==> src/design/rpwd_pkg.sv <==
`timescale 1ns / 1ps
// ----------------------------------------------------------------------------
// rpwd_pkg
// Shared types and constants of the RGB Pearson watermark detector.
// ----------------------------------------------------------------------------
package rpwd_pkg;

   localparam int NUM_CH      = 3;
   localparam int PIX_W       = 8;
   localparam int CNT_W       = 23;
   localparam int MAX_PIXELS  = 4194304;
   localparam int SUM_W       = 30;
   localparam int SQ_W        = 38;
   localparam int FRAC_BITS   = 15;
   localparam int PROD_W      = 62;
   localparam int ROOT_W      = 31;
   localparam int QUEUE_DEPTH = 2;
   localparam int CORR_W      = 16;
   localparam int THR_W       = 16;
   localparam int TOTAL_W     = 19;
   localparam int MAG_W       = 17;
   localparam int RECIP_SHIFT = 17;
   localparam int STEP_W      = 3;
   localparam int CNT_SEQ_W   = 5;

   localparam logic [THR_W-1:0]       THR_RESET = 16'd3277;
   localparam logic [MAG_W-1:0]       RECIP_3   = 17'd43691;
   localparam logic [FRAC_BITS:0]     COEF_ONE  = 16'd32768;

   localparam logic [1:0] VERDICT_NONE  = 2'd0;
   localparam logic [1:0] VERDICT_ABOVE = 2'd1;
   localparam logic [1:0] VERDICT_BELOW = 2'd2;

   // Multiplication steps of one channel.
   localparam logic [STEP_W-1:0] STEP_CROSS = 3'd0;
   localparam logic [STEP_W-1:0] STEP_SXSY  = 3'd1;
   localparam logic [STEP_W-1:0] STEP_XX_N  = 3'd2;
   localparam logic [STEP_W-1:0] STEP_XX_S  = 3'd3;
   localparam logic [STEP_W-1:0] STEP_YY_N  = 3'd4;
   localparam logic [STEP_W-1:0] STEP_YY_S  = 3'd5;
   localparam logic [STEP_W-1:0] STEP_DEN   = 3'd6;

   typedef struct packed {
      logic [PIX_W-1:0] image_blue;
      logic [PIX_W-1:0] image_green;
      logic [PIX_W-1:0] image_red;
      logic [PIX_W-1:0] pattern_blue;
      logic [PIX_W-1:0] pattern_green;
      logic [PIX_W-1:0] pattern_red;
      logic             final_pixel;
   } req_data_type;

   typedef struct packed {
      logic signed [CORR_W-1:0] correlation_value;
      logic [1:0]               verdict;
   } rsp_data_type;

   typedef struct packed {
      logic [NUM_CH-1:0][SUM_W-1:0] image_sum;
      logic [NUM_CH-1:0][SUM_W-1:0] pattern_sum;
      logic [NUM_CH-1:0][SQ_W-1:0]  image_square_sum;
      logic [NUM_CH-1:0][SQ_W-1:0]  pattern_square_sum;
      logic [NUM_CH-1:0][SQ_W-1:0]  cross_product_sum;
      logic [CNT_W-1:0]             pixel_count;
   } frame_sums_type;

   typedef struct packed {
      logic full;
      logic empty;
   } queue_status_type;

   typedef enum logic [3:0] {
      ST_IDLE,
      ST_LOAD,
      ST_MUL,
      ST_RLOAD,
      ST_ROOT,
      ST_MAG,
      ST_DIV_CHK,
      ST_DIV,
      ST_ACC,
      ST_AVG,
      ST_DONE
   } back_state_type;

endpackage

==> src/design/rpwd_fifo.sv <==
`timescale 1ns / 1ps
`default_nettype none
// ----------------------------------------------------------------------------
// rpwd_fifo
// Short queue of finished frame sums between the front and the back.
// ----------------------------------------------------------------------------
module rpwd_fifo #(
   parameter int DEPTH = rpwd_pkg::QUEUE_DEPTH
) (
   input  wire                        clock,
   input  wire                        reset,
   input  wire                        push,
   input  rpwd_pkg::frame_sums_type   push_data,
   input  wire                        pop,
   output rpwd_pkg::frame_sums_type   head,
   output rpwd_pkg::queue_status_type status
);

   localparam int PTR_W = (DEPTH > 1) ? $clog2(DEPTH) : 1;
   localparam int FILL_W = $clog2(DEPTH + 1);

   rpwd_pkg::frame_sums_type mem_ff [DEPTH];
   logic [PTR_W-1:0]  wr_ptr_ff, wr_ptr_in, rd_ptr_ff, rd_ptr_in;
   logic [FILL_W-1:0] fill_ff, fill_in;

   assign head         = mem_ff[rd_ptr_ff];
   assign status.full  = fill_ff == FILL_W'(DEPTH);
   assign status.empty = fill_ff == '0;

   always_comb begin
      wr_ptr_in = wr_ptr_ff;
      rd_ptr_in = rd_ptr_ff;
      fill_in   = fill_ff;
      if (push) begin
         wr_ptr_in = (wr_ptr_ff == PTR_W'(DEPTH - 1)) ? '0 : wr_ptr_ff + 1'b1;
      end
      if (pop) begin
         rd_ptr_in = (rd_ptr_ff == PTR_W'(DEPTH - 1)) ? '0 : rd_ptr_ff + 1'b1;
      end
      if (push && !pop) begin
         fill_in = fill_ff + 1'b1;
      end else if (pop && !push) begin
         fill_in = fill_ff - 1'b1;
      end
   end

   always_ff @(posedge clock) begin
      if (push) begin
         mem_ff[wr_ptr_ff] <= push_data;
      end
   end

   always_ff @(posedge clock) begin
      if (reset) begin
         wr_ptr_ff <= '0;
         rd_ptr_ff <= '0;
         fill_ff   <= '0;
      end else begin
         wr_ptr_ff <= wr_ptr_in;
         rd_ptr_ff <= rd_ptr_in;
         fill_ff   <= fill_in;
      end
   end

endmodule
`default_nettype wire

==> config.mk <==
export PLATFORM = sky130hd
export DESIGN_NAME = rpwd_fifo
export DESIGN_NICKNAME = d
export VERILOG_FILES = /design/src/design/rpwd_pkg.sv /design/src/design/rpwd_fifo.sv
export SDC_FILE = /design/constraint.sdc
export NUM_CORES = 1
export LEC_CHECK = 0
export BUFFER_PORTS_ARGS = -buffer_cell sky130_fd_sc_hd__buf_4
export CORE_AREA = 10 10 421 423
export DETAILED_ROUTE_END_ITERATION = 10
export DIE_AREA = 0 0 431 433
export PLACE_DENSITY = 0.41
export SLEW_MARGIN = 20
export SYNTH_ARGS = -nofsm -noshare
export SYNTH_HDL_FRONTEND = slang
export SYNTH_SLANG_ARGS = --single-unit
==> constraint.sdc <==
create_clock -name clock -period 78.9 [get_ports clock]
set_input_delay 3.945 -clock clock [delete_from_list [all_inputs] [get_ports clock]]
set_output_delay 3.945 -clock clock [all_outputs]
set_load 0.005 [all_outputs]
### After elaboration in Yosys (flattened, before gate mapping)

Memories as Yosys holds them, arrays and structs flattened. A register that Yosys moved wholly into a read port is not among the register bits.
Index checks and enable logic that the tools add are counted.

| word-level totals | value |
|---|---|
| register bits | 4 |
| memory bits (writable) | 1090 |
| input port bits | 549 |
| output and inout port bits | 547 |
| word-level logic and storage cells | 23 |
| memories | 1 |

| operators by class | value |
|---|---|
| add/subtract/negate cells | 4 |
| equality and inequality tests | 1 |
| muxes and demuxes | 8 |
| reductions and logical operators | 6 |

Memories:

| name | depth | width | rd ports | clocked after Yosys merged registers in | write ports | line | source |
|---|---|---|---|---|---|---|---|
| mem_ff | 2 | 545 | 1 | 1 | 1 | rpwd_fifo.sv:22 | `rpwd_pkg::frame_sums_type mem_ff [DEPTH];` |

Operators by type and width:

| operator | count |
|---|---|
| 1-bit 2-to-1 mux | 6 |
| 2-bit 2-to-1 mux | 2 |
| 1-bit adder, second input constant | 2 |
| 2-bit by 1-bit adder with 2-bit output, second input constant | 1 |
| 2-bit == test, second input constant | 1 |
| 1-bit logical AND | 2 |
| 1-bit zero test | 2 |
| 2-bit zero test | 1 |
| 2-bit nonzero test | 1 |
| 2-bit by 1-bit subtractor with 2-bit output, second input constant | 1 |

### Depth between registers and ports, before layout

| depth | value |
|---|---|
| depth after elaboration | 4 |
| mapped depth | 5 |
| depth with buffers taken out | 5 |

### Least setup slack after synthesis

OpenSTA, ideal clock, no wires.

| path | value |
|---|---|
| path kind | in2reg |
| start | input push |
| end | memory mem_ff[0][0] (netlist bit) (enable) |
| library setup time | 1.532 ns |
| data arrival time | 27.305 ns |
| required time | 77.368 ns |
| slack | 50.063 ns |
| stages on the path | 1 |
| path buffers | 0 |
| cell sequence | nor2b_1 |

| between the ends | value |
|---|---|
| word-level cells in the longest chain between the ends | 2 |

Ends and longest elaborated chain:

| element | line | source |
|---|---|---|
| from (decl) | rpwd_fifo.sv:12 | `input wire push,` |
| 1-bit 2-to-1 mux | rpwd_fifo.sv:48 | `if (push) begin` |
| 1-bit 2-to-1 mux (implied by the code) | rpwd_fifo.sv:49 | `mem_ff[wr_ptr_ff] <= push_data;` |
| to (decl) | rpwd_fifo.sv:22 |  |

No other way between the ends.

==> run summary <==
CTS clk-pin slew, worst paths - 0.05 ns
Die W - 431 um
Via/cell ratio - 4.04
Initial DRC Count - 1158
Reg2reg path depth - 4
HPWL after detailed placement - 107 mm
Post-synth EDFFs - 1090
CP cell instances - buf_4 > buf_4 > mux2_2 > buf_4
Via count - 21200
Synth Flop Type - edfxtp_1
Synthesis-to-layout area growth - 37.0%
Crit path capture type - output port
Post-CTS Hold Fix Bufs - 0
Worst Skew - 0.0144 ns
Routability cong. - 0.912
CP required - 74.96 ns
I/O Buffers - 1095
Top-count cell post-synth - edfxtp_1
Critical path's most frequent cell - buf_4
Synth top cells by count - edfxtp_1, mux2_2, mux2_4
H-tree Lvls - 4
First-pass GRT wire length - 186 mm
Total grt overflow - 0
Hold Fails Final Rpt - 0
Launching point of the worst reg2reg path - wr_ptr_ff
R2r setup slk - 74.83 ns
Slowest CP cell - dfxtp_4
Top cells by area, synth - edfxtp_1, mux2_2, mux2_4
Die H - 433 um
Wire per inst - 27.0 um
Cells after Synth - 1718
Largest net degree at the start of global routing - 171
Root buffer cell - clkbuf_16
Final Max Tran Viols - 0
Initial antenna violation count - 58
Seq/Total Area, Yosys - 0.827
# nets final - 3451
Worst-Skew Late Latency - 0.75 ns
TritonCTS Sinks - 1095
Util after Layout - 0.323
Outcome - complete, no violations
Hold Path Class - reg2reg
Total GRT Usage - 0.143
Initial Util - 0.235
Die ar. - 187000 um^2
WP data arrival - 3.97 ns
ANT nets after route - 0
DR pass1 iterations - 5
Cell Pwr Density - 25.9 nW/um^2
Worst-path fanout max - 78
Worst-margin pin slew - 1.08 ns
Synth top area share - 0.824
Leakage - 19.8 nW
Fin crit share - 0.100
Peak VDD IR - 20.9 uV
RSZ-0062 raised after global routing - no
Layout cells sized above 1 - 0.611
Worst R2R End - mem_ff[1][121]
Total power - 1.41 mW
Final wirelength - 141 mm
Synth unique cells - 17
Max-Cap Viols - 0
Placement Cell Area - 50500 um^2
Post-cts sizing count - 0
Final Cell Area - 54400 um^2
CP Class - reg2out
Setup tns final - 0 ns
Final min period - 7.92 ns
Vias in the first global route - 23000
I/O Pins - 1096
Crit-path max cell delay - 0.89 ns
Core footprint - 169000 um^2
Critical Path Start Type - flop
Synth area leader - edfxtp_1
CTS max path bufs - 3
Relative slew slack - 0.277
Avg Synthesized Cell Area - 23.1 um^2
Yosys warnings - 0
Ys async rst share - 0
Row Count - 151
Remaining DRCs - 0
Max frequency - 126 MHz
Setup Buffers After CTS - 0
Finish-stage setup viols - 0
Yosys reg bits - 1095
Crit path to - head[119]
Synthesized Nets - 2268
Syn Std Cell Area - 39700 um^2
Total CTS buffers - 130
CTS tree - built
-- layout by cell type (no fill, tap or decap) --
| cell | n |
|---|---|
| a21oi_1 | 1 |
| mux2_4 | 50 |
| dfxtp_1 | 4 |
| clkinv_2 | 12 |
| bufinv_16 | 5 |
| and2_4 | 1 |
| edfxtp_1 | 1090 |
| xor2_1 | 2 |
| buf_16 | 1 |
| clkbuf_16 | 132 |
| nor2_1 | 5 |
| buf_4 | 1105 |
| inv_6 | 7 |
| dfxtp_4 | 1 |
| clkinvlp_4 | 4 |
| xnor2_1 | 2 |
| o21ai_0 | 1 |
| or3_1 | 1 |
| clkinv_8 | 1 |
| clkinv_4 | 2 |
| clkbuf_1 | 27 |
| nor2b_4 | 1 |
| diode_2 | 34 |
| ha_1 | 1 |
| inv_1 | 1 |
| mux2_2 | 495 |
| nor2b_1 | 1 |
| clkinv_1 | 26 |
| buf_12 | 6 |
-- layout make-up --
class	instances	area, um^2
fillers	16500	114000
flip-flops and latches	1095	32800
repair buffers	1112	8440
multi-input cells	561	6440
clock buffers	159	3400
well taps	2218	2780
clock inverters	57	433
diodes	34	85.1
inverters	1	3.75
-- worst max-delay path: cells and delay by family, from the launching register on --
family	cells	cell delay, ns
multiplexers	1	0.43
flip-flops	1	0.89
buffers and inverters	3	1.72
-- per-layer routing --
layer  wire length (um)  track usage
met2              75300        0.254
met3              12400       0.0613
met4               7120       0.0879
met1              46100        0.137
met5                279      0.00128
-- sequential cells by signal, summed over array words and instances (netlist names), named ones only --
name       flops
fill_ff        2
mem_ff      1090
wr_ptr_ff      1
rd_ptr_ff      1
-- how the worst min path moves through the flow --
stage,cells after the start,end,slack [ns],startpoint
after floorplan,2,fill_ff[1],0.46,fill_ff[1]
after global placement,2,fill_ff[1],0.49,fill_ff[1]
after detailed placement,2,flop,0.51,rd_ptr_ff
after CTS,2,flop,0.52,rd_ptr_ff
after global routing,2,flop,0.57,rd_ptr_ff
final,2,flop,0.52,rd_ptr_ff
-- report_power, final --
part	switching, mW	internal, mW
clock network	0.230	0.321
logic	0.0816	0.0875
registers	0.00996	0.681
-- metrics by stage --
step | setup WS (ns) | hold slack, ns | instances
2_1_floorplan | 50.06 | 0.461 | 1718
3_3_place_gp | 71.16 | 0.489 | 4986
3_5_place_dp | 71.07 | 0.509 | 4986
4_1_cts | 70.73 | 0.524 | 5202
5_1_grt | 70.63 | 0.567 | 5234
6_report | 70.98 | 0.523 | 5237
-- kinds of logic after synthesis --
family / after synthesis / synth area share
DFF: 1095 / 0.827
muxes: 545 / 0.159
AOI/OAI and AO/OA: 2 / 0.000252
buffers and inverters: 62 / 0.0114
and+or+nand+nor: 9 / 0.00110
xor gates and xnor gates: 4 / 0.000882
adders and majority gates: 1 / 0.000315
(Power assumes the default switching activity.)
