`src/design/rpwd_pkg.sv`:
```
`timescale 1ns / 1ps
// ----------------------------------------------------------------------------
// rpwd_pkg
// Shared types and constants of the RGB Pearson watermark detector.
// ----------------------------------------------------------------------------
package rpwd_pkg;

   localparam int NUM_CH      = 3;
   localparam int PIX_W       = 8;
   localparam int CNT_W       = 23;
   localparam int MAX_PIXELS  = 4194304;
   localparam int SUM_W       = 30;
   localparam int SQ_W        = 38;
   localparam int FRAC_BITS   = 15;
   localparam int PROD_W      = 62;
   localparam int ROOT_W      = 31;
   localparam int QUEUE_DEPTH = 2;
   localparam int CORR_W      = 16;
   localparam int THR_W       = 16;
   localparam int TOTAL_W     = 19;
   localparam int MAG_W       = 17;
   localparam int RECIP_SHIFT = 17;
   localparam int STEP_W      = 3;
   localparam int CNT_SEQ_W   = 5;

   localparam logic [THR_W-1:0]       THR_RESET = 16'd3277;
   localparam logic [MAG_W-1:0]       RECIP_3   = 17'd43691;
   localparam logic [FRAC_BITS:0]     COEF_ONE  = 16'd32768;

   localparam logic [1:0] VERDICT_NONE  = 2'd0;
   localparam logic [1:0] VERDICT_ABOVE = 2'd1;
   localparam logic [1:0] VERDICT_BELOW = 2'd2;

   // Multiplication steps of one channel.
   localparam logic [STEP_W-1:0] STEP_CROSS = 3'd0;
   localparam logic [STEP_W-1:0] STEP_SXSY  = 3'd1;
   localparam logic [STEP_W-1:0] STEP_XX_N  = 3'd2;
   localparam logic [STEP_W-1:0] STEP_XX_S  = 3'd3;
   localparam logic [STEP_W-1:0] STEP_YY_N  = 3'd4;
   localparam logic [STEP_W-1:0] STEP_YY_S  = 3'd5;
   localparam logic [STEP_W-1:0] STEP_DEN   = 3'd6;

   typedef struct packed {
      logic [PIX_W-1:0] image_blue;
      logic [PIX_W-1:0] image_green;
      logic [PIX_W-1:0] image_red;
      logic [PIX_W-1:0] pattern_blue;
      logic [PIX_W-1:0] pattern_green;
      logic [PIX_W-1:0] pattern_red;
      logic             final_pixel;
   } req_data_type;

   typedef struct packed {
      logic signed [CORR_W-1:0] correlation_value;
      logic [1:0]               verdict;
   } rsp_data_type;

   typedef struct packed {
      logic [NUM_CH-1:0][SUM_W-1:0] image_sum;
      logic [NUM_CH-1:0][SUM_W-1:0] pattern_sum;
      logic [NUM_CH-1:0][SQ_W-1:0]  image_square_sum;
      logic [NUM_CH-1:0][SQ_W-1:0]  pattern_square_sum;
      logic [NUM_CH-1:0][SQ_W-1:0]  cross_product_sum;
      logic [CNT_W-1:0]             pixel_count;
   } frame_sums_type;

   typedef struct packed {
      logic full;
      logic empty;
   } queue_status_type;

   typedef enum logic [3:0] {
      ST_IDLE,
      ST_LOAD,
      ST_MUL,
      ST_RLOAD,
      ST_ROOT,
      ST_MAG,
      ST_DIV_CHK,
      ST_DIV,
      ST_ACC,
      ST_AVG,
      ST_DONE
   } back_state_type;

endpackage

```
`src/design/rpwd_front.sv`:
```
`timescale 1ns / 1ps
`default_nettype none
// ----------------------------------------------------------------------------
// rpwd_front
// Accepts pixel beats, keeps the per-channel sums and hands a frame's sums
// to the queue on the final pixel.
// ----------------------------------------------------------------------------
module rpwd_front (
   input  wire                        clock,
   input  wire                        reset,
   input  wire                        req_valid,
   output logic                       req_ready,
   input  rpwd_pkg::req_data_type     req_data,
   input  rpwd_pkg::queue_status_type q_status,
   output logic                       push,
   output rpwd_pkg::frame_sums_type   push_data
);

   rpwd_pkg::frame_sums_type sums_ff, sums_in;
   logic [rpwd_pkg::NUM_CH-1:0][rpwd_pkg::PIX_W-1:0] xs, ys;
   logic accept;
   logic take;

   assign req_ready = ~q_status.full;
   assign accept    = req_valid & ~q_status.full;
   assign take      = sums_ff.pixel_count < rpwd_pkg::CNT_W'(rpwd_pkg::MAX_PIXELS);
   assign xs = {req_data.image_red, req_data.image_green, req_data.image_blue};
   assign ys = {req_data.pattern_red, req_data.pattern_green, req_data.pattern_blue};

   always_comb begin
      sums_in = sums_ff;
      if (take) begin
         for (int c = 0; c < rpwd_pkg::NUM_CH; c++) begin
            sums_in.image_sum[c] = sums_ff.image_sum[c] + rpwd_pkg::SUM_W'(xs[c]);
            sums_in.pattern_sum[c] = sums_ff.pattern_sum[c] + rpwd_pkg::SUM_W'(ys[c]);
            sums_in.image_square_sum[c] = sums_ff.image_square_sum[c]
               + rpwd_pkg::SQ_W'(16'(xs[c]) * 16'(xs[c]));
            sums_in.pattern_square_sum[c] = sums_ff.pattern_square_sum[c]
               + rpwd_pkg::SQ_W'(16'(ys[c]) * 16'(ys[c]));
            sums_in.cross_product_sum[c] = sums_ff.cross_product_sum[c]
               + rpwd_pkg::SQ_W'(16'(xs[c]) * 16'(ys[c]));
         end
         sums_in.pixel_count = sums_ff.pixel_count + 1'b1;
      end
   end

   assign push      = accept & req_data.final_pixel;
   assign push_data = sums_in;

   always_ff @(posedge clock) begin
      if (reset) begin
         sums_ff <= '0;
      end else if (accept) begin
         sums_ff <= req_data.final_pixel ? '0 : sums_in;
      end
   end

endmodule
`default_nettype wire

```
`config.mk`:
```
export PLATFORM = sky130hd
export DESIGN_NAME = rpwd_front
export DESIGN_NICKNAME = d
export VERILOG_FILES = /design/src/design/rpwd_pkg.sv /design/src/design/rpwd_front.sv
export SDC_FILE = /design/constraint.sdc
export NUM_CORES = 2
export LEC_CHECK = 0
export BUFFER_PORTS_ARGS = -buffer_cell sky130_fd_sc_hd__buf_2
export CAP_MARGIN = 20
export CELL_PAD_IN_SITES_DETAIL_PLACEMENT = 0
export CELL_PAD_IN_SITES_GLOBAL_PLACEMENT = 1
export CORE_MARGIN = 3
export CORE_UTILIZATION = 41
export DETAILED_ROUTE_END_ITERATION = 6
export PLACE_DENSITY = 0.89
export SLEW_MARGIN = 20
export SYNTH_ARGS = -nofsm -noshare
export SYNTH_HDL_FRONTEND = slang
export SYNTH_SLANG_ARGS = --single-unit
```
`constraint.sdc`:
```
create_clock -name clock -period 6.7 [get_ports clock]
set_input_delay 1.005 -clock clock [delete_from_list [all_inputs] [get_ports clock]]
set_output_delay 1.005 -clock clock [all_outputs]
set_load 0.005 [all_outputs]
```
-- Word-level counts from Yosys, hierarchy flattened
Index checks and enable logic that the tools add are counted.
- register bits: 545
- latch bits: 0
- memory bits (writable): 0
- memory bits (read-only): 0
- output and inout bits: 547
- logic and storage cells: 47
- memories kept: 0
- add/sub/neg operators: 16
- $mul: 9
- div/mod/pow operators: 0
- $lt $le $gt $ge: 1
- equal/unequal tests: 0
- shift operators: 0
- mux-type cells: 2
- bitwise gates (word level): 3
- reductions and logical operators: 0
- operators with widths (kind ; count):
    $mux W545 ; 2
    $add A38 B16 Y38 ; 9
    $add A30 B8 Y30 ; 6
    $mul A8 B8 Y16 ; 9
    $add A23 B1 Y23 const B ; 1
    $lt A23 B23 Y1 const B ; 1
    $and A1 B1 Y1 ; 2
    $not A1 Y1 ; 1

-- Longest topological paths before layout
- depth after elaboration: 4
- gate-level depth with buffers: 21
- mapped depth without buffers: 19

-- Worst setup path before layout
Ideal clock, no wire load.
- path type: input to output
- start: input req_data[38] (netlist bit)
- end: output push_data[95] (netlist bit)
- data arrival time: 5.741 ns
- path slack: -0.046 ns
- stages: 20
- path buffers: 3
- cell sequence: clkbuf_1 -> clkbuf_1 -> nand2_1 -> fa_1 -> inv_1 -> fa_1 -> fa_1 -> inv_1 -> fa_1 -> inv_1 -> ha_1 -> a21o_1 -> a21o_1 -> o41ai_2 -> nor4_1 -> a211o_1 -> buf_2 -> and3_1 -> nand3_1 -> xnor2_1
- RTL lines (item ; line ; RTL):
    start: declaration ; rpwd_front.sv:13 ; input rpwd_pkg::req_data_type req_data,
    end: declaration ; rpwd_front.sv:16 ; output rpwd_pkg::frame_sums_type push_data

==> results_dict.tcl <==
set metrics [dict create \
    area_growth_pct 27.4 \
    wl_per_cell_um 20.6 \
    synth_edf_count 0 \
    vias_per_cell 5.52 \
    hold_viol_final 0 \
    dieArea_sq_mm 0.134 \
    numCtsBuffers 77 \
    slew_headroom 0.235 \
    fin_cells 9375 \
    drtIter0Drc 3443 \
    rows 131 \
    placed_cells 9145 \
    vias 51728 \
    end_kind "primary output" \
    syn_inst 6619 \
    worstMarginPinSlew_ns 1.15 \
    ys_seq_area_frac 0.205 \
    grt_use_total 0.275 \
    grt_pass1_wl_um 292000 \
    rsz0062_at_grt "true" \
    crit_arrival_ns 5.68 \
    cts_tree "built" \
    pin_count 601 \
    async_flop_share 0 \
    setup_viol 0 \
    first_global_vias 50798 \
    cts_max_path_buffers 3 \
    start_kind "input port" \
    largest_reg_flops 545 \
    clk_latency_ns 0.69 \
    antenna_left 0 \
    place_congestion 0.907 \
    crit_slowest_cell "fa_1" \
    synth_cell_types 109 \
    syn_nets 7485 \
    synth_warnings 0 \
    antenna_found_initial 6 \
    cts-htree-levels 3 \
    path_class "in2out" \
    p_leak_nw 31.8 \
    synth_seq_cells 545 \
    grt.overflow.total 0 \
    dp_hpwl_um 140000 \
    hold_buffers 0 \
    drive_above_1_share 0.249 \
    fin_skew_ns 0.0212 \
    max_freq_mhz 150 \
    firstDrtPassIters 6 \
    ir_drop_uv 273 \
    drc 0 \
    fin_crit_ns 6.68 \
    start_util 0.415 \
    die_y_um 366 \
    final_max_slew_viol_count 0 \
    die_width_um 366 \
    hold_start "sums_ff[200]" \
    worstPathCellList "buf_12 -> buf_12 -> and2_4 -> fa_1 -> fa_1 -> fa_1 -> inv_2 -> fa_1 -> inv_1 -> ha_2 -> or3_4 -> a221oi_4 -> o41ai_4 -> a221oi_4 -> buf_12 -> buf_12 -> nor2_4 -> and2_4 -> xor2_1 -> buf_2" \
    crit_fanout 6 \
    hp-class "reg2reg" \
    cap_violations 0 \
    max_stage_delay_ns 0.57 \
    grt_max_degree 167 \
    cts.sinks 545 \
    period_share 0.998 \
    io_buffers 599 \
    synthesis.area_sq_mm 0.0532 \
    power_mw 21.5 \
    reg_top3 "sums_ff (545)" \
    nets 8450 \
    core_sq_mm 0.128 \
    r2r_setup_slack_ns 1.66 \
    syn_avg_cell_area_sq_um 8.03 \
    final_common_cell "inv_1" \
    finalWirelength_um 193000 \
    top_register "sums_ff" \
    final_cell_mix "inv_1 (728), nand2_1 (696), buf_4 (575), dfxtp_1 (544), buf_2 (541)" \
    synth_ff_type "dfxtp_1" \
    timing.rr.start "sums_ff[29]" \
    cts_root_buf "clkbuf_16" \
    startpoint "req_data[44]" \
    power.density_mw_per_mm2 318 \
    required_ns 5.69 \
    path_clk_slew_ns 0.06 \
    status "finished clean" \
]
## cell usage after synthesis (12+ instances only)
| library cell | number | share of area |
|---|---|---|
| nor3_1 | 51 | 0.0048 |
| mux2_2 | 61 | 0.013 |
| or2_2 | 14 | 0.0016 |
| o31ai_1 | 77 | 0.011 |
| and2_1 | 250 | 0.029 |
| buf_1 | 35 | 0.0025 |
| nor2b_1 | 37 | 0.0044 |
| o21a_1 | 23 | 0.0032 |
| a22oi_1 | 137 | 0.019 |
| a31oi_1 | 150 | 0.018 |
| inv_1 | 760 | 0.054 |
| nand2_1 | 728 | 0.051 |
| xor2_1 | 191 | 0.031 |
| nand2b_1 | 29 | 0.0034 |
| dfxtp_1 | 545 | 0.21 |
| or3_1 | 85 | 0.010 |
| nand4_1 | 53 | 0.0062 |
| a22o_1 | 30 | 0.0049 |
| nor4_1 | 13 | 0.0015 |
| or4_1 | 18 | 0.0025 |
| nand3_1 | 150 | 0.014 |
| and3_1 | 83 | 0.0098 |
| a21oi_1 | 303 | 0.029 |
| buf_2 | 28 | 0.0026 |
| fa_1 | 378 | 0.14 |
| and4_1 | 24 | 0.0040 |
| a41oi_1 | 33 | 0.0054 |
| ha_1 | 434 | 0.10 |
| nor2_1 | 350 | 0.025 |
| o21bai_1 | 31 | 0.0044 |
| xnor2_1 | 317 | 0.052 |
| a211oi_1 | 32 | 0.0045 |
| o211ai_1 | 27 | 0.0038 |
| o21ai_0 | 557 | 0.052 |
| a21o_1 | 92 | 0.013 |
| nor3b_1 | 12 | 0.0017 |
| clkbuf_1 | 284 | 0.020 |
## kinds of logic (layout without fill, tap and decap cells)
kind of cell             after synthesis  after routing  synth area share
buffers and inverters               1118           2143            0.0804
multiplexers                          70             70            0.0146
XOR/XNOR                             508            508            0.0837
adder cells (fa/ha/maj)              812            812             0.244
AND/OR/NAND/NOR                     1954           1954             0.181
AO/OA/AOI/OAI                       1612           1612             0.190
flip-flops                           545            545             0.205
other                                  0              2                 0
## power by group
group | total, mW | internal, mW | switching [mW]
combinational | 13.8 | 6.18 | 7.57
clock | 4.27 | 2.48 | 1.79
sequential | 3.53 | 3.39 | 0.134
## layer usage
metal / GRT usage / part of all wire / vias up / routed length (um)
met5: 0 / 0 / - / 0
met4: 0.137 / 0.056 / 0 / 10900
met3: 0.0569 / 0.068 / 407 / 13200
met2: 0.460 / 0.47 / 1563 / 91000
met1: 0.334 / 0.40 / 25348 / 78200
li1: - / - / 24410 / -
## critical path: cells and delay by family
| kind | cells | cell delay [ns] |
|---|---|---|
| adder cells (fa/ha/maj) | 5 | 2.24 |
| buffers and inverters | 7 | 0.80 |
| AO/OA/AOI/OAI | 3 | 0.78 |
| AND/OR/NAND/NOR | 4 | 0.69 |
| XOR/XNOR | 1 | 0.13 |
## per-stage QoR
stage / util / setup WS [ns] / TNS [ns] / instance area (sq um) / hold slack [ns]
after CTS: 0.509 / -0.0249 / -0.0443 / 65300 / 0.438
after detailed placement: 0.480 / -0.422 / -30.74 / 61500 / 0.429
final: 0.528 / 0.0167 / 0 / 67700 / 0.432
after global routing: 0.528 / -0.101 / -1.63 / 67700 / 0.457
after floorplan: - / 0.0465 / 0 / 53200 / 0.412
after global placement: 0.480 / -0.381 / -23.59 / 61500 / 0.424
## area by class of cell
type	instances	area [sq um]
flip-flops and latches	545	10900
clock buffers	106	2210
repair buffers	1244	8920
multi-input cells	4956	40300
clock inverters	33	358
well taps	1729	2160
diodes	2	5.00
inverters	760	2860
fillers	11809	60400
## path summary, 6_finish.rpt
path	endpoint	depth (start not counted)
setup / recovery	push_data[46]	20
hold / removal	sums_ff[200]	1
setup reg to reg	sums_ff[52]	20
hold reg to reg	sums_ff[200]	1
## timing repair
item                                    in CTS  in global routing
resized for setup                          217                450
endpoints found under the setup margin     176                200
pin swaps                                   85                254
gates cloned                                 3                  4
hold endpoints to repair                     0                  0
buffers inserted                            23                 60
(Power assumes the default switching activity.)
