`src/design/rpwd_pkg.sv`:
```
`timescale 1ns / 1ps
// ----------------------------------------------------------------------------
// rpwd_pkg
// Shared types and constants of the RGB Pearson watermark detector.
// ----------------------------------------------------------------------------
package rpwd_pkg;

   localparam int NUM_CH      = 3;
   localparam int PIX_W       = 8;
   localparam int CNT_W       = 23;
   localparam int MAX_PIXELS  = 4194304;
   localparam int SUM_W       = 30;
   localparam int SQ_W        = 38;
   localparam int FRAC_BITS   = 15;
   localparam int PROD_W      = 62;
   localparam int ROOT_W      = 31;
   localparam int QUEUE_DEPTH = 2;
   localparam int CORR_W      = 16;
   localparam int THR_W       = 16;
   localparam int TOTAL_W     = 19;
   localparam int MAG_W       = 17;
   localparam int RECIP_SHIFT = 17;
   localparam int STEP_W      = 3;
   localparam int CNT_SEQ_W   = 5;

   localparam logic [THR_W-1:0]       THR_RESET = 16'd3277;
   localparam logic [MAG_W-1:0]       RECIP_3   = 17'd43691;
   localparam logic [FRAC_BITS:0]     COEF_ONE  = 16'd32768;

   localparam logic [1:0] VERDICT_NONE  = 2'd0;
   localparam logic [1:0] VERDICT_ABOVE = 2'd1;
   localparam logic [1:0] VERDICT_BELOW = 2'd2;

   // Multiplication steps of one channel.
   localparam logic [STEP_W-1:0] STEP_CROSS = 3'd0;
   localparam logic [STEP_W-1:0] STEP_SXSY  = 3'd1;
   localparam logic [STEP_W-1:0] STEP_XX_N  = 3'd2;
   localparam logic [STEP_W-1:0] STEP_XX_S  = 3'd3;
   localparam logic [STEP_W-1:0] STEP_YY_N  = 3'd4;
   localparam logic [STEP_W-1:0] STEP_YY_S  = 3'd5;
   localparam logic [STEP_W-1:0] STEP_DEN   = 3'd6;

   typedef struct packed {
      logic [PIX_W-1:0] image_blue;
      logic [PIX_W-1:0] image_green;
      logic [PIX_W-1:0] image_red;
      logic [PIX_W-1:0] pattern_blue;
      logic [PIX_W-1:0] pattern_green;
      logic [PIX_W-1:0] pattern_red;
      logic             final_pixel;
   } req_data_type;

   typedef struct packed {
      logic signed [CORR_W-1:0] correlation_value;
      logic [1:0]               verdict;
   } rsp_data_type;

   typedef struct packed {
      logic [NUM_CH-1:0][SUM_W-1:0] image_sum;
      logic [NUM_CH-1:0][SUM_W-1:0] pattern_sum;
      logic [NUM_CH-1:0][SQ_W-1:0]  image_square_sum;
      logic [NUM_CH-1:0][SQ_W-1:0]  pattern_square_sum;
      logic [NUM_CH-1:0][SQ_W-1:0]  cross_product_sum;
      logic [CNT_W-1:0]             pixel_count;
   } frame_sums_type;

   typedef struct packed {
      logic full;
      logic empty;
   } queue_status_type;

   typedef enum logic [3:0] {
      ST_IDLE,
      ST_LOAD,
      ST_MUL,
      ST_RLOAD,
      ST_ROOT,
      ST_MAG,
      ST_DIV_CHK,
      ST_DIV,
      ST_ACC,
      ST_AVG,
      ST_DONE
   } back_state_type;

endpackage

```
`src/design/rpwd_back.sv`:
```
`timescale 1ns / 1ps
`default_nettype none
// ----------------------------------------------------------------------------
// rpwd_back
// Works through one queued frame: serial multiplier, serial square root and
// restoring divider shared over the three channels, then the average,
// saturation and verdict into the result register.
// ----------------------------------------------------------------------------
module rpwd_back (
   input  wire                              clock,
   input  wire                              reset,
   input  rpwd_pkg::frame_sums_type         head,
   input  rpwd_pkg::queue_status_type       q_status,
   output logic                             pop,
   input  wire [rpwd_pkg::THR_W-1:0]        threshold,
   output logic                             rsp_valid,
   input  wire                              rsp_ready,
   output rpwd_pkg::rsp_data_type           rsp_data
);

   localparam int PW = rpwd_pkg::PROD_W;
   localparam int RW = rpwd_pkg::ROOT_W;
   localparam int FB = rpwd_pkg::FRAC_BITS;
   localparam int TW = rpwd_pkg::TOTAL_W;

   rpwd_pkg::back_state_type state_ff, state_in;

   logic [rpwd_pkg::STEP_W-1:0]    step_ff;
   logic [rpwd_pkg::CNT_SEQ_W-1:0] cnt_ff;
   logic [1:0]                     ch_ff;
   logic                           root_y_ff;
   logic [PW-1:0] mcand_ff, prod_ff;
   logic [RW-1:0] mplier_ff;
   logic [PW-1:0] a_ff, b_ff, pxx_ff, dx_ff, dy_ff, den_ff;
   logic [RW-1:0] rx_ff, ry_ff;
   logic [PW-1:0] rv_ff, rres_ff;
   logic [PW:0]   rem_ff;
   logic [FB:0]   q_ff;
   logic          neg_ff;
   logic signed [TW-1:0] total_ff;
   logic          tneg_ff;
   logic [rpwd_pkg::CORR_W-1:0] avgm_ff;
   logic          rsp_valid_ff;
   rpwd_pkg::rsp_data_type rsp_data_ff;

   logic [PW-1:0] op_a;
   logic [RW-1:0] op_b;
   logic [PW-1:0] prod_sum;
   logic          mul_last, root_last, div_last;
   logic [PW-1:0] rbit, rtrial;
   logic          rge;
   logic [PW:0]   rem2;
   logic          dge;
   logic [FB:0]   qclamp;
   logic [rpwd_pkg::MAG_W-1:0] tmag;
   logic [rpwd_pkg::MAG_W+rpwd_pkg::MAG_W-1:0] recip_prod;
   logic signed [rpwd_pkg::CORR_W:0] corr_wide;
   logic signed [rpwd_pkg::CORR_W:0] thr_wide;
   logic [rpwd_pkg::CORR_W-1:0] corr_pos;
   logic          rsp_load;

   // Operands of the current multiplication step.
   always_comb begin
      unique case (step_ff)
         rpwd_pkg::STEP_CROSS: begin
            op_a = PW'(head.cross_product_sum[ch_ff]);
            op_b = RW'(head.pixel_count);
         end
         rpwd_pkg::STEP_SXSY: begin
            op_a = PW'(head.image_sum[ch_ff]);
            op_b = RW'(head.pattern_sum[ch_ff]);
         end
         rpwd_pkg::STEP_XX_N: begin
            op_a = PW'(head.image_square_sum[ch_ff]);
            op_b = RW'(head.pixel_count);
         end
         rpwd_pkg::STEP_XX_S: begin
            op_a = PW'(head.image_sum[ch_ff]);
            op_b = RW'(head.image_sum[ch_ff]);
         end
         rpwd_pkg::STEP_YY_N: begin
            op_a = PW'(head.pattern_square_sum[ch_ff]);
            op_b = RW'(head.pixel_count);
         end
         rpwd_pkg::STEP_YY_S: begin
            op_a = PW'(head.pattern_sum[ch_ff]);
            op_b = RW'(head.pattern_sum[ch_ff]);
         end
         default: begin
            op_a = PW'(rx_ff);
            op_b = ry_ff;
         end
      endcase
   end

   assign prod_sum  = prod_ff + (mplier_ff[0] ? mcand_ff : '0);
   assign mul_last  = cnt_ff == rpwd_pkg::CNT_SEQ_W'(RW - 1);
   assign root_last = cnt_ff == rpwd_pkg::CNT_SEQ_W'(RW - 1);
   assign div_last  = cnt_ff == rpwd_pkg::CNT_SEQ_W'(FB - 1);

   // One digit pair of the square root per cycle, from the top down.
   assign rbit   = PW'(1) << {rpwd_pkg::CNT_SEQ_W'(RW - 1) - cnt_ff, 1'b0};
   assign rtrial = rres_ff + rbit;
   assign rge    = rv_ff >= rtrial;

   // The remainder stays below the divisor, so its top bit is free to shift.
   assign rem2 = {rem_ff[PW-1:0], 1'b0};
   assign dge  = rem2 >= {1'b0, den_ff};

   assign qclamp = (q_ff > rpwd_pkg::COEF_ONE) ? rpwd_pkg::COEF_ONE : q_ff;

   assign tmag       = rpwd_pkg::MAG_W'(total_ff < 0 ? -total_ff : total_ff);
   assign recip_prod = tmag * rpwd_pkg::RECIP_3;

   assign corr_pos  = (avgm_ff > rpwd_pkg::CORR_W'(32767)) ? rpwd_pkg::CORR_W'(32767)
                                                           : avgm_ff;
   assign corr_wide = tneg_ff ? -$signed({1'b0, avgm_ff}) : $signed({1'b0, corr_pos});
   assign thr_wide  = $signed({1'b0, threshold});

   always_comb begin
      state_in = state_ff;
      unique case (state_ff)
         rpwd_pkg::ST_IDLE: begin
            if (!q_status.empty) begin
               state_in = rpwd_pkg::ST_LOAD;
            end
         end
         rpwd_pkg::ST_LOAD: state_in = rpwd_pkg::ST_MUL;
         rpwd_pkg::ST_MUL: begin
            if (mul_last) begin
               if (step_ff == rpwd_pkg::STEP_DEN) begin
                  state_in = rpwd_pkg::ST_MAG;
               end else if (step_ff == rpwd_pkg::STEP_YY_S) begin
                  state_in = rpwd_pkg::ST_RLOAD;
               end else begin
                  state_in = rpwd_pkg::ST_LOAD;
               end
            end
         end
         rpwd_pkg::ST_RLOAD: state_in = rpwd_pkg::ST_ROOT;
         rpwd_pkg::ST_ROOT: begin
            if (root_last) begin
               state_in = root_y_ff ? rpwd_pkg::ST_LOAD : rpwd_pkg::ST_RLOAD;
            end
         end
         rpwd_pkg::ST_MAG: state_in = rpwd_pkg::ST_DIV_CHK;
         rpwd_pkg::ST_DIV_CHK: begin
            if (den_ff == '0 || rem_ff >= {den_ff, 1'b0}) begin
               state_in = rpwd_pkg::ST_ACC;
            end else begin
               state_in = rpwd_pkg::ST_DIV;
            end
         end
         rpwd_pkg::ST_DIV: begin
            if (div_last) begin
               state_in = rpwd_pkg::ST_ACC;
            end
         end
         rpwd_pkg::ST_ACC: begin
            state_in = (ch_ff == 2'(rpwd_pkg::NUM_CH - 1)) ? rpwd_pkg::ST_AVG
                                                           : rpwd_pkg::ST_LOAD;
         end
         rpwd_pkg::ST_AVG: state_in = rpwd_pkg::ST_DONE;
         rpwd_pkg::ST_DONE: begin
            if (!rsp_valid_ff) begin
               state_in = rpwd_pkg::ST_IDLE;
            end
         end
         default: state_in = rpwd_pkg::ST_IDLE;
      endcase
   end

   always_comb begin
      rsp_load = (state_ff == rpwd_pkg::ST_DONE) && !rsp_valid_ff;
      pop      = rsp_load;
   end

   always_ff @(posedge clock) begin
      if (reset) begin
         state_ff     <= rpwd_pkg::ST_IDLE;
         rsp_valid_ff <= 1'b0;
         step_ff      <= rpwd_pkg::STEP_CROSS;
         cnt_ff       <= '0;
         ch_ff        <= '0;
         root_y_ff    <= 1'b0;
      end else begin
         state_ff <= state_in;
         if (rsp_load) begin
            rsp_valid_ff <= 1'b1;
         end else if (rsp_ready) begin
            rsp_valid_ff <= 1'b0;
         end
         unique case (state_ff)
            rpwd_pkg::ST_IDLE: begin
               step_ff <= rpwd_pkg::STEP_CROSS;
               ch_ff   <= '0;
            end
            rpwd_pkg::ST_LOAD, rpwd_pkg::ST_RLOAD: cnt_ff <= '0;
            rpwd_pkg::ST_MUL: begin
               cnt_ff <= cnt_ff + 1'b1;
               if (mul_last && step_ff == rpwd_pkg::STEP_YY_S) begin
                  root_y_ff <= 1'b0;
               end else if (mul_last && step_ff != rpwd_pkg::STEP_DEN) begin
                  step_ff <= step_ff + 1'b1;
               end
            end
            rpwd_pkg::ST_ROOT: begin
               cnt_ff <= cnt_ff + 1'b1;
               if (root_last) begin
                  root_y_ff <= 1'b1;
                  if (root_y_ff) begin
                     step_ff <= rpwd_pkg::STEP_DEN;
                  end
               end
            end
            rpwd_pkg::ST_DIV_CHK: cnt_ff <= '0;
            rpwd_pkg::ST_DIV: cnt_ff <= cnt_ff + 1'b1;
            rpwd_pkg::ST_ACC: begin
               step_ff <= rpwd_pkg::STEP_CROSS;
               if (ch_ff != 2'(rpwd_pkg::NUM_CH - 1)) begin
                  ch_ff <= ch_ff + 1'b1;
               end
            end
            default: begin
            end
         endcase
      end
   end

   // Datapath registers.
   always_ff @(posedge clock) begin
      unique case (state_ff)
         rpwd_pkg::ST_IDLE: total_ff <= '0;
         rpwd_pkg::ST_LOAD: begin
            mcand_ff  <= op_a;
            mplier_ff <= op_b;
            prod_ff   <= '0;
         end
         rpwd_pkg::ST_MUL: begin
            prod_ff   <= prod_sum;
            mcand_ff  <= {mcand_ff[PW-2:0], 1'b0};
            mplier_ff <= {1'b0, mplier_ff[RW-1:1]};
            if (mul_last) begin
               unique case (step_ff)
                  rpwd_pkg::STEP_CROSS: a_ff <= prod_sum;
                  rpwd_pkg::STEP_SXSY:  b_ff <= prod_sum;
                  rpwd_pkg::STEP_XX_N, rpwd_pkg::STEP_YY_N: pxx_ff <= prod_sum;
                  rpwd_pkg::STEP_XX_S:
                     dx_ff <= (pxx_ff >= prod_sum) ? pxx_ff - prod_sum : '0;
                  rpwd_pkg::STEP_YY_S:
                     dy_ff <= (pxx_ff >= prod_sum) ? pxx_ff - prod_sum : '0;
                  default: den_ff <= prod_sum;
               endcase
            end
         end
         rpwd_pkg::ST_RLOAD: begin
            rv_ff   <= root_y_ff ? dy_ff : dx_ff;
            rres_ff <= '0;
         end
         rpwd_pkg::ST_ROOT: begin
            rv_ff   <= rge ? rv_ff - rtrial : rv_ff;
            rres_ff <= rge ? (rres_ff >> 1) + rbit : rres_ff >> 1;
            if (root_last) begin
               if (root_y_ff) begin
                  ry_ff <= RW'(rge ? (rres_ff >> 1) + rbit : rres_ff >> 1);
               end else begin
                  rx_ff <= RW'(rge ? (rres_ff >> 1) + rbit : rres_ff >> 1);
               end
            end
         end
         rpwd_pkg::ST_MAG: begin
            neg_ff <= a_ff < b_ff;
            rem_ff <= {1'b0, (a_ff < b_ff) ? b_ff - a_ff : a_ff - b_ff};
         end
         rpwd_pkg::ST_DIV_CHK: begin
            if (den_ff == '0) begin
               q_ff <= '0;
            end else if (rem_ff >= {den_ff, 1'b0}) begin
               q_ff <= rpwd_pkg::COEF_ONE;
            end else if (rem_ff >= {1'b0, den_ff}) begin
               q_ff   <= (FB + 1)'(1);
               rem_ff <= rem_ff - {1'b0, den_ff};
            end else begin
               q_ff <= '0;
            end
         end
         rpwd_pkg::ST_DIV: begin
            rem_ff <= dge ? rem2 - {1'b0, den_ff} : rem2;
            q_ff   <= {q_ff[FB-1:0], dge};
         end
         rpwd_pkg::ST_ACC: begin
            total_ff <= neg_ff ? total_ff - $signed(TW'(qclamp))
                               : total_ff + $signed(TW'(qclamp));
         end
         rpwd_pkg::ST_AVG: begin
            tneg_ff <= total_ff < 0;
            avgm_ff <= rpwd_pkg::CORR_W'(recip_prod >> rpwd_pkg::RECIP_SHIFT);
         end
         rpwd_pkg::ST_DONE: begin
            if (rsp_load) begin
               rsp_data_ff.correlation_value <= rpwd_pkg::CORR_W'(corr_wide);
               if (corr_wide < -thr_wide) begin
                  rsp_data_ff.verdict <= rpwd_pkg::VERDICT_BELOW;
               end else if (corr_wide > thr_wide) begin
                  rsp_data_ff.verdict <= rpwd_pkg::VERDICT_ABOVE;
               end else begin
                  rsp_data_ff.verdict <= rpwd_pkg::VERDICT_NONE;
               end
            end
         end
         default: begin
         end
      endcase
   end

   assign rsp_valid = rsp_valid_ff;
   assign rsp_data  = rsp_data_ff;

   a_ch_range: assert property (@(posedge clock) disable iff (reset)
      ch_ff <= 2'(rpwd_pkg::NUM_CH - 1))
      else $error("channel index out of range");

   a_rsp_from_pop: assert property (@(posedge clock) disable iff (reset)
      $rose(rsp_valid_ff) |-> $past(pop))
      else $error("result appeared without a frame being retired");

   a_start_nonempty: assert property (@(posedge clock) disable iff (reset)
      (state_ff == rpwd_pkg::ST_IDLE && state_in != rpwd_pkg::ST_IDLE) |-> !q_status.empty)
      else $error("back end started without a queued frame");

   a_div_rem: assert property (@(posedge clock) disable iff (reset)
      state_ff == rpwd_pkg::ST_DIV |-> rem_ff < {1'b0, den_ff})
      else $error("divider remainder not below divisor");

endmodule
`default_nettype wire
```
`config.mk`:
```
export PLATFORM = sky130hd
export DESIGN_NAME = rpwd_back
export DESIGN_NICKNAME = d
export VERILOG_FILES = /design/src/design/rpwd_pkg.sv /design/src/design/rpwd_back.sv
export SDC_FILE = /design/constraint.sdc
export NUM_CORES = 2
export LEC_CHECK = 0
export ABC_AREA = 1
export BUFFER_PORTS_ARGS = -buffer_cell sky130_fd_sc_hd__clkbuf_2
export CORE_MARGIN = 1.5
export CORE_UTILIZATION = 38
export CTS_BUF_LIST = sky130_fd_sc_hd__clkbuf_8
export DETAILED_ROUTE_END_ITERATION = 7
export PLACE_DENSITY = 0.65
export SLEW_MARGIN = 20
export SYNTH_ARGS = -nofsm -noshare
export SYNTH_HDL_FRONTEND = slang
export SYNTH_SLANG_ARGS = --single-unit
```
`constraint.sdc`:
```
create_clock -name clock -period 10.4 [get_ports clock]
set_clock_uncertainty 0.15 [all_clocks]
set_input_delay 1.04 -clock clock [delete_from_list [all_inputs] [get_ports clock]]
set_output_delay 1.04 -clock clock [all_outputs]
set_load 0.005 [all_outputs]
```
# Word level (Yosys, flattened, before mapping)
# Cells that the tools add are included.
# op_classes
add_sub_neg,18
n_mul,1
order_cmp,12
eq_ne,35
shift,1
n_mux,63
n_bitwise,2
n_reduce_logical,40
# ops
cell,n
62-bit case mux with 2 select lines,4
62-bit two-way mux,6
63-bit two-way mux,4
62-bit subtractor,4
38-bit binary-select mux with 2-bit select,3
38-bit case mux with 5 select lines,1
63-bit case mux with 3 select lines,1
63-bit by 62-bit >= comparator with 1-bit output,2
63-bit by 62-bit subtractor with 63-bit output,2
62-bit adder,2
62-bit >= comparator,2
30-bit binary-select mux with 2-bit select,2
38-bit two-way mux,3
31-bit case mux with 3 select lines,1
16-bit two-way mux,4
63-bit >= comparator,1
61-bit by 62-bit adder with 62-bit output,1
62-bit logical NOT,1
62-bit less-than comparator,1
31-bit case mux with 2 select lines,1
"1-bit by 6-bit << shifter with 62-bit output, first input constant",1
30-bit two-way mux,2
4-bit case mux with 11 select lines,1
19-bit case mux with 2 select lines,1
other kinds (53),121
# totals
ff_bits,863
inputBits,566
out_inout_bits,20

# Longest topological paths before layout
# logic_depth
ltp_word,6
ltp_mapped,39
mapped_depth_nobuf,36

# Least setup slack after synthesis
# OpenSTA, ideal clock, no wires.
# synth_timing
path_type,flip-flop to flip-flop
from,register state_ff[1]
to,"register mcand_ff[0], enable pin"
arrival_time_ns,8.143
t_required_ns,9.528
path_slack_ns,1.384
path_stages_with_launch,5
period_less_slack_ns,9.016
cell_sequence,dfxtp_1 inv_1 nor2_1 inv_1 a21oi_1
# synth_via
elab_chain_cells,2
elab_cells_between_ends,3
classes_between,eq/ne: 2; reduce/logical: 1
# synth_lines
item,line,rtl
start: declaration,rpwd_back.sv:26,"rpwd_pkg::back_state_type state_ff, state_in;"
start signal: assignment,rpwd_back.sv:180,state_ff <= rpwd_pkg::ST_IDLE;
start signal: assignment,rpwd_back.sv:187,state_ff <= state_in;
4-bit by 2-bit == test with 1-bit output / 4-bit by 1-bit == test with 1-bit output (equally long branches),rpwd_back.sv:232,unique case (state_ff)
2-bit nonzero test (no line) (*),--,
end signal: assignment,rpwd_back.sv:235,mcand_ff <= op_a;
end signal: assignment,rpwd_back.sv:241,"mcand_ff <= {mcand_ff[PW-2:0], 1'b0};"
end: declaration,rpwd_back.sv:32,"logic [PW-1:0] mcand_ff, prod_ff;"
# Every way passes the cells marked *; elsewhere a longest branch is shown, timed or not.
# A chain may end at the register's enable or synchronous reset.

# Worst setup path in the final report
# layout_timing
from,register cnt_ff[1] (netlist bit)
to,"register rv_ff[53], enable pin"
# layout_via
elab_chain_cells,6
# layout_lines
item,line,rtl
start: declaration,rpwd_back.sv:29,logic [rpwd_pkg::CNT_SEQ_W-1:0] cnt_ff;
start signal: assignment,rpwd_back.sv:200,cnt_ff <= cnt_ff + 1'b1;
start signal: assignment,rpwd_back.sv:208,cnt_ff <= cnt_ff + 1'b1;
start signal: assignment,rpwd_back.sv:217,rpwd_pkg::ST_DIV: cnt_ff <= cnt_ff + 1'b1;
5-bit subtractor,rpwd_back.sv:102,"assign rbit = PW'(1) << {rpwd_pkg::CNT_SEQ_W'(RW - 1) - cnt_ff, 1'b0};"
1-bit by 6-bit << shifter with 62-bit output,rpwd_back.sv:102,
62-bit adder,rpwd_back.sv:103,assign rtrial = rres_ff + rbit;
62-bit >= comparator,rpwd_back.sv:104,assign rge = rv_ff >= rtrial;
2-bit != test (no line),--,
2-bit AND reduction (no line),--,
end signal: assignment,rpwd_back.sv:257,rv_ff <= root_y_ff ? dy_ff : dx_ff;
end signal: assignment,rpwd_back.sv:261,rv_ff <= rge ? rv_ff - rtrial : rv_ff;
end: declaration,rpwd_back.sv:36,"logic [PW-1:0] rv_ff, rres_ff;"
# No other way between the ends.

==> flow_summary.yaml <==
run_status:
  outcome: "finished with violations"
  violations: "design-rule violations"
flow_run:
  drv_cap: 0
floorplanning:
  dieWidth_um: 478.7
  core_area_um2: 224900
  rows: 174
  fp.dieArea_um2: 229100
  ios: 586
  die_y_um: 478.7
  start_util_pct: 38.23
cts:
  path_clk_slew_ps: 70
  cts_resized: 0
  clockBufferDepth: 3
  root_buffer: "clkbuf_8"
  cts_hold_buffers: 0
  post_cts_buffers: 0
  cts_tree: "built"
  clock-sinks: 863
  htreeDepth: 4
  clk_latency_ps: 980
  cts_buffers: 158
sta:
  rsz0062_at_grt: "false"
  finalCritPeriodShare_pct: 76.13
  setup_viol: 0
  final_hold_viol_count: 0
  slew_headroom_pct: 13.11
  finalSetupTns_ps: 0
  drv_slew: 0
  worst_pin_slew_ps: 1299
  period_needed_ps: 7917
  max_freq_mhz: 126.3
grt:
  antenna_found_initial: 42
  overflow: 0
  grt_max_degree: 153
  grt.total_usage_pct: 33.02
  grt_pass1_vias: 83500
  grt_pass1_wl_um: 556100
final_layout:
  layout.nets: 14300
  areaGrowthSynthToFinish_pct: 11.34
  fin_cells: 16050
  drive_above_1_share_pct: 8.665
critical_path:
  crit_fanout: 34
  critical-path-slowest-cell: "nand2_2"
  crit_family: "simple AND/OR/NAND/NOR gates"
  regToRegSetupSlack_ps: 2480
  slowest_delay_ps: 710
  crit_type: "reg2reg"
  required_ps: 10770
  arrival_ps: 8290
  cp_common_cell: "nand2_1"
  crit_buf_inv: 5
  endpoint_kind: "flop"
  cp-start-kind: "flop"
synthesis:
  yosysMostFrequentCell: "nand2_1"
  ys_seq_area_share_pct: 29.96
  yosysTopAreaCellShare_pct: 29.58
  ys_warn_count: 0
  ys_ff_latch: 863
  synth_fp_nets: 13750
  synth_top_cells_by_area: "edfxtp_1, nand2_1, ha_1"
  syn_inst: 12350
  syn_avg_cell_area_um2: 6.959
  ys_async_sr_fraction_pct: 0
  synth_flop_cell: "edfxtp_1"
  synth_edf_count: 847
  ys_types: 72
  synthesis.area_um2: 85970
  synth_top_area_cell: "edfxtp_1"
  ys_top_cells_by_count: "nand2_1, inv_1, nor2_1"
placed_design:
  dpl.cell_count: 15730
  dp_hpwl_um: 323300
  place_congestion: 1.074
  io_buffer_count: 584
route:
  vias: 88720
  finalWirelength_um: 388000
  wl_per_cell_um: 24.18
  ant_nets: 0
  vias_per_cell: 5.530
  dr.pass1.iters: 8
  route.detailed.drc: 18
  drt_first_iter_violations: 9711
pwr:
  switching_share_pct: 54.64
  p_comb_share_pct: 75.4
  switching_power_w: 0.02124
  ir_drop_uv: 1159
  power_frac_clock_pct: 8.8
  p_int_w: 0.01763
  p_seq_share_pct: 15.8
  leakage_nw: 43.86
  p_per_area_nw_per_um2: 406.1
worst_hold_path:
  hp-class: "in2reg"
-- flip-flops by register name (all words and copies together) (netlist names), 3 cells and up --
signal / count
b_ff: 62
cnt_ff: 5
state_ff: 4
q_ff: 16
rsp_data: 18
dx_ff: 62
rx_ff: 31
pxx_ff: 62
rres_ff: 62
total_ff: 19
avgm_ff: 16
dy_ff: 62
a_ff: 62
den_ff: 62
ry_ff: 31
mcand_ff: 62
prod_ff: 62
rem_ff: 63
step_ff: 3
rv_ff: 62
mplier_ff: 31
-- power groups by stage --
| stage | combinational (W) | sequential [W] | clock, W |
|---|---|---|---|
| 3_3_place_gp | 0.0288 | 0.00619 | 0 |
| 3_5_place_dp | 0.0290 | 0.00618 | 0 |
| 4_1_cts | 0.0291 | 0.00611 | 0.00348 |
| 6_report | 0.0293 | 0.00613 | 0.00343 |
| 5_1_grt | 0.0327 | 0.00611 | 0.00362 |
| 2_1_floorplan | 0.0205 | 0.00606 | 0 |
-- stage by stage --
stage | utilization, % | setup WS (ps) | power, W | cell area, µm² | hold WS (ps)
2_1_floorplan | - | 1384 | 0.02655 | 85970 | 297.8
3_3_place_gp | 41.07 | 2845 | 0.03502 | 92370 | 332.2
3_5_place_dp | 41.07 | 2736 | 0.03514 | 92370 | 336.2
4_1_cts | 42.48 | 2630 | 0.03872 | 95540 | 92.16
5_1_grt | 42.55 | 1785 | 0.04240 | 95690 | 152.7
6_report | 42.56 | 2483 | 0.03887 | 95720 | 185.0
-- per-layer routing --
layer / wire [µm] / GRT usage, % / up-vias
met5: 66 / 0 / -
met4: 31870 / 23.70 / 8
met3: 33290 / 6.870 / 825
met2: 170900 / 51.69 / 4203
met1: 151900 / 40.35 / 41280
li1: - / - / 42410
-- final timing paths --
path | cells past startpoint | end | start
setup reg to reg | 31 | rv_ff[53] | cnt_ff[1]
setup / recovery | 31 | rv_ff[53] | cnt_ff[1]
hold / removal | 4 | rsp_valid | rsp_ready
hold reg to reg | 2 | cnt_ff[4] | cnt_ff[4]
-- cell type report --
class                           instances  area (µm²)
Fill cell                           24220      129200
Inverter                             1803        6783
Multi-Input combinational cell       9388       52450
Antenna cell                           23       57.56
Clock inverter                        127       975.9
Sequential cell                       863       25760
Tap cell                             2992        3744
Clock buffer                          159        2188
Timing Repair Buffer                  690        3759
-- cell families after synthesis --
group,synth area share [%]
AND/OR/NAND/NOR,26.90
AO/OA/AOI/OAI,17.16
buffers and inverters,9.350
flip-flops,29.96
adder cells (fa/ha/maj),12.96
XOR/XNOR,3.616
multiplexers,0.05822
-- cell usage in the layout, fill, tap and decap left out, types with 20 or more instances in the layout --
cell type / synthesis / routed
nand2_1: 2827 / 2822
inv_1: 1776 / 1809
nor2_1: 1620 / 1598
a21oi_1: 1055 / 1052
edfxtp_1: 847 / 847
o21ai_0: 808 / 802
ha_1: 735 / 734
nand3_1: 677 / 676
clkbuf_2: 18 / 584
xor2_1: 236 / 236
clkbuf_8: 0 / 159
nor3_1: 126 / 122
xnor2_1: 119 / 119
buf_4: 11 / 101
fa_1: 97 / 97
nand4_1: 96 / 96
o31ai_1: 100 / 96
a21o_1: 88 / 88
a31oi_1: 81 / 81
o21a_1: 67 / 67
o21bai_1: 66 / 66
o211ai_1: 58 / 58
nor4_1: 56 / 56
or2_2: 52 / 52
o21ai_1: 45 / 50
clkinv_1: 6 / 45
nor2_2: 25 / 36
a21boi_0: 36 / 36
a211oi_1: 34 / 34
nand3b_1: 33 / 33
nand2_2: 28 / 32
a41oi_1: 29 / 29
a2111oi_0: 29 / 28
o32ai_1: 31 / 27
diode_2: 0 / 23
nor2_4: 10 / 21
inv_2: 20 / 21
clkinv_2: 0 / 20
-- tightest hold or removal path: stages --
cell	delay, ps
clkbuf_2	70
inv_1	30
nand2_1	50
a21oi_1	60
Power figures use the tool's default switching activity.
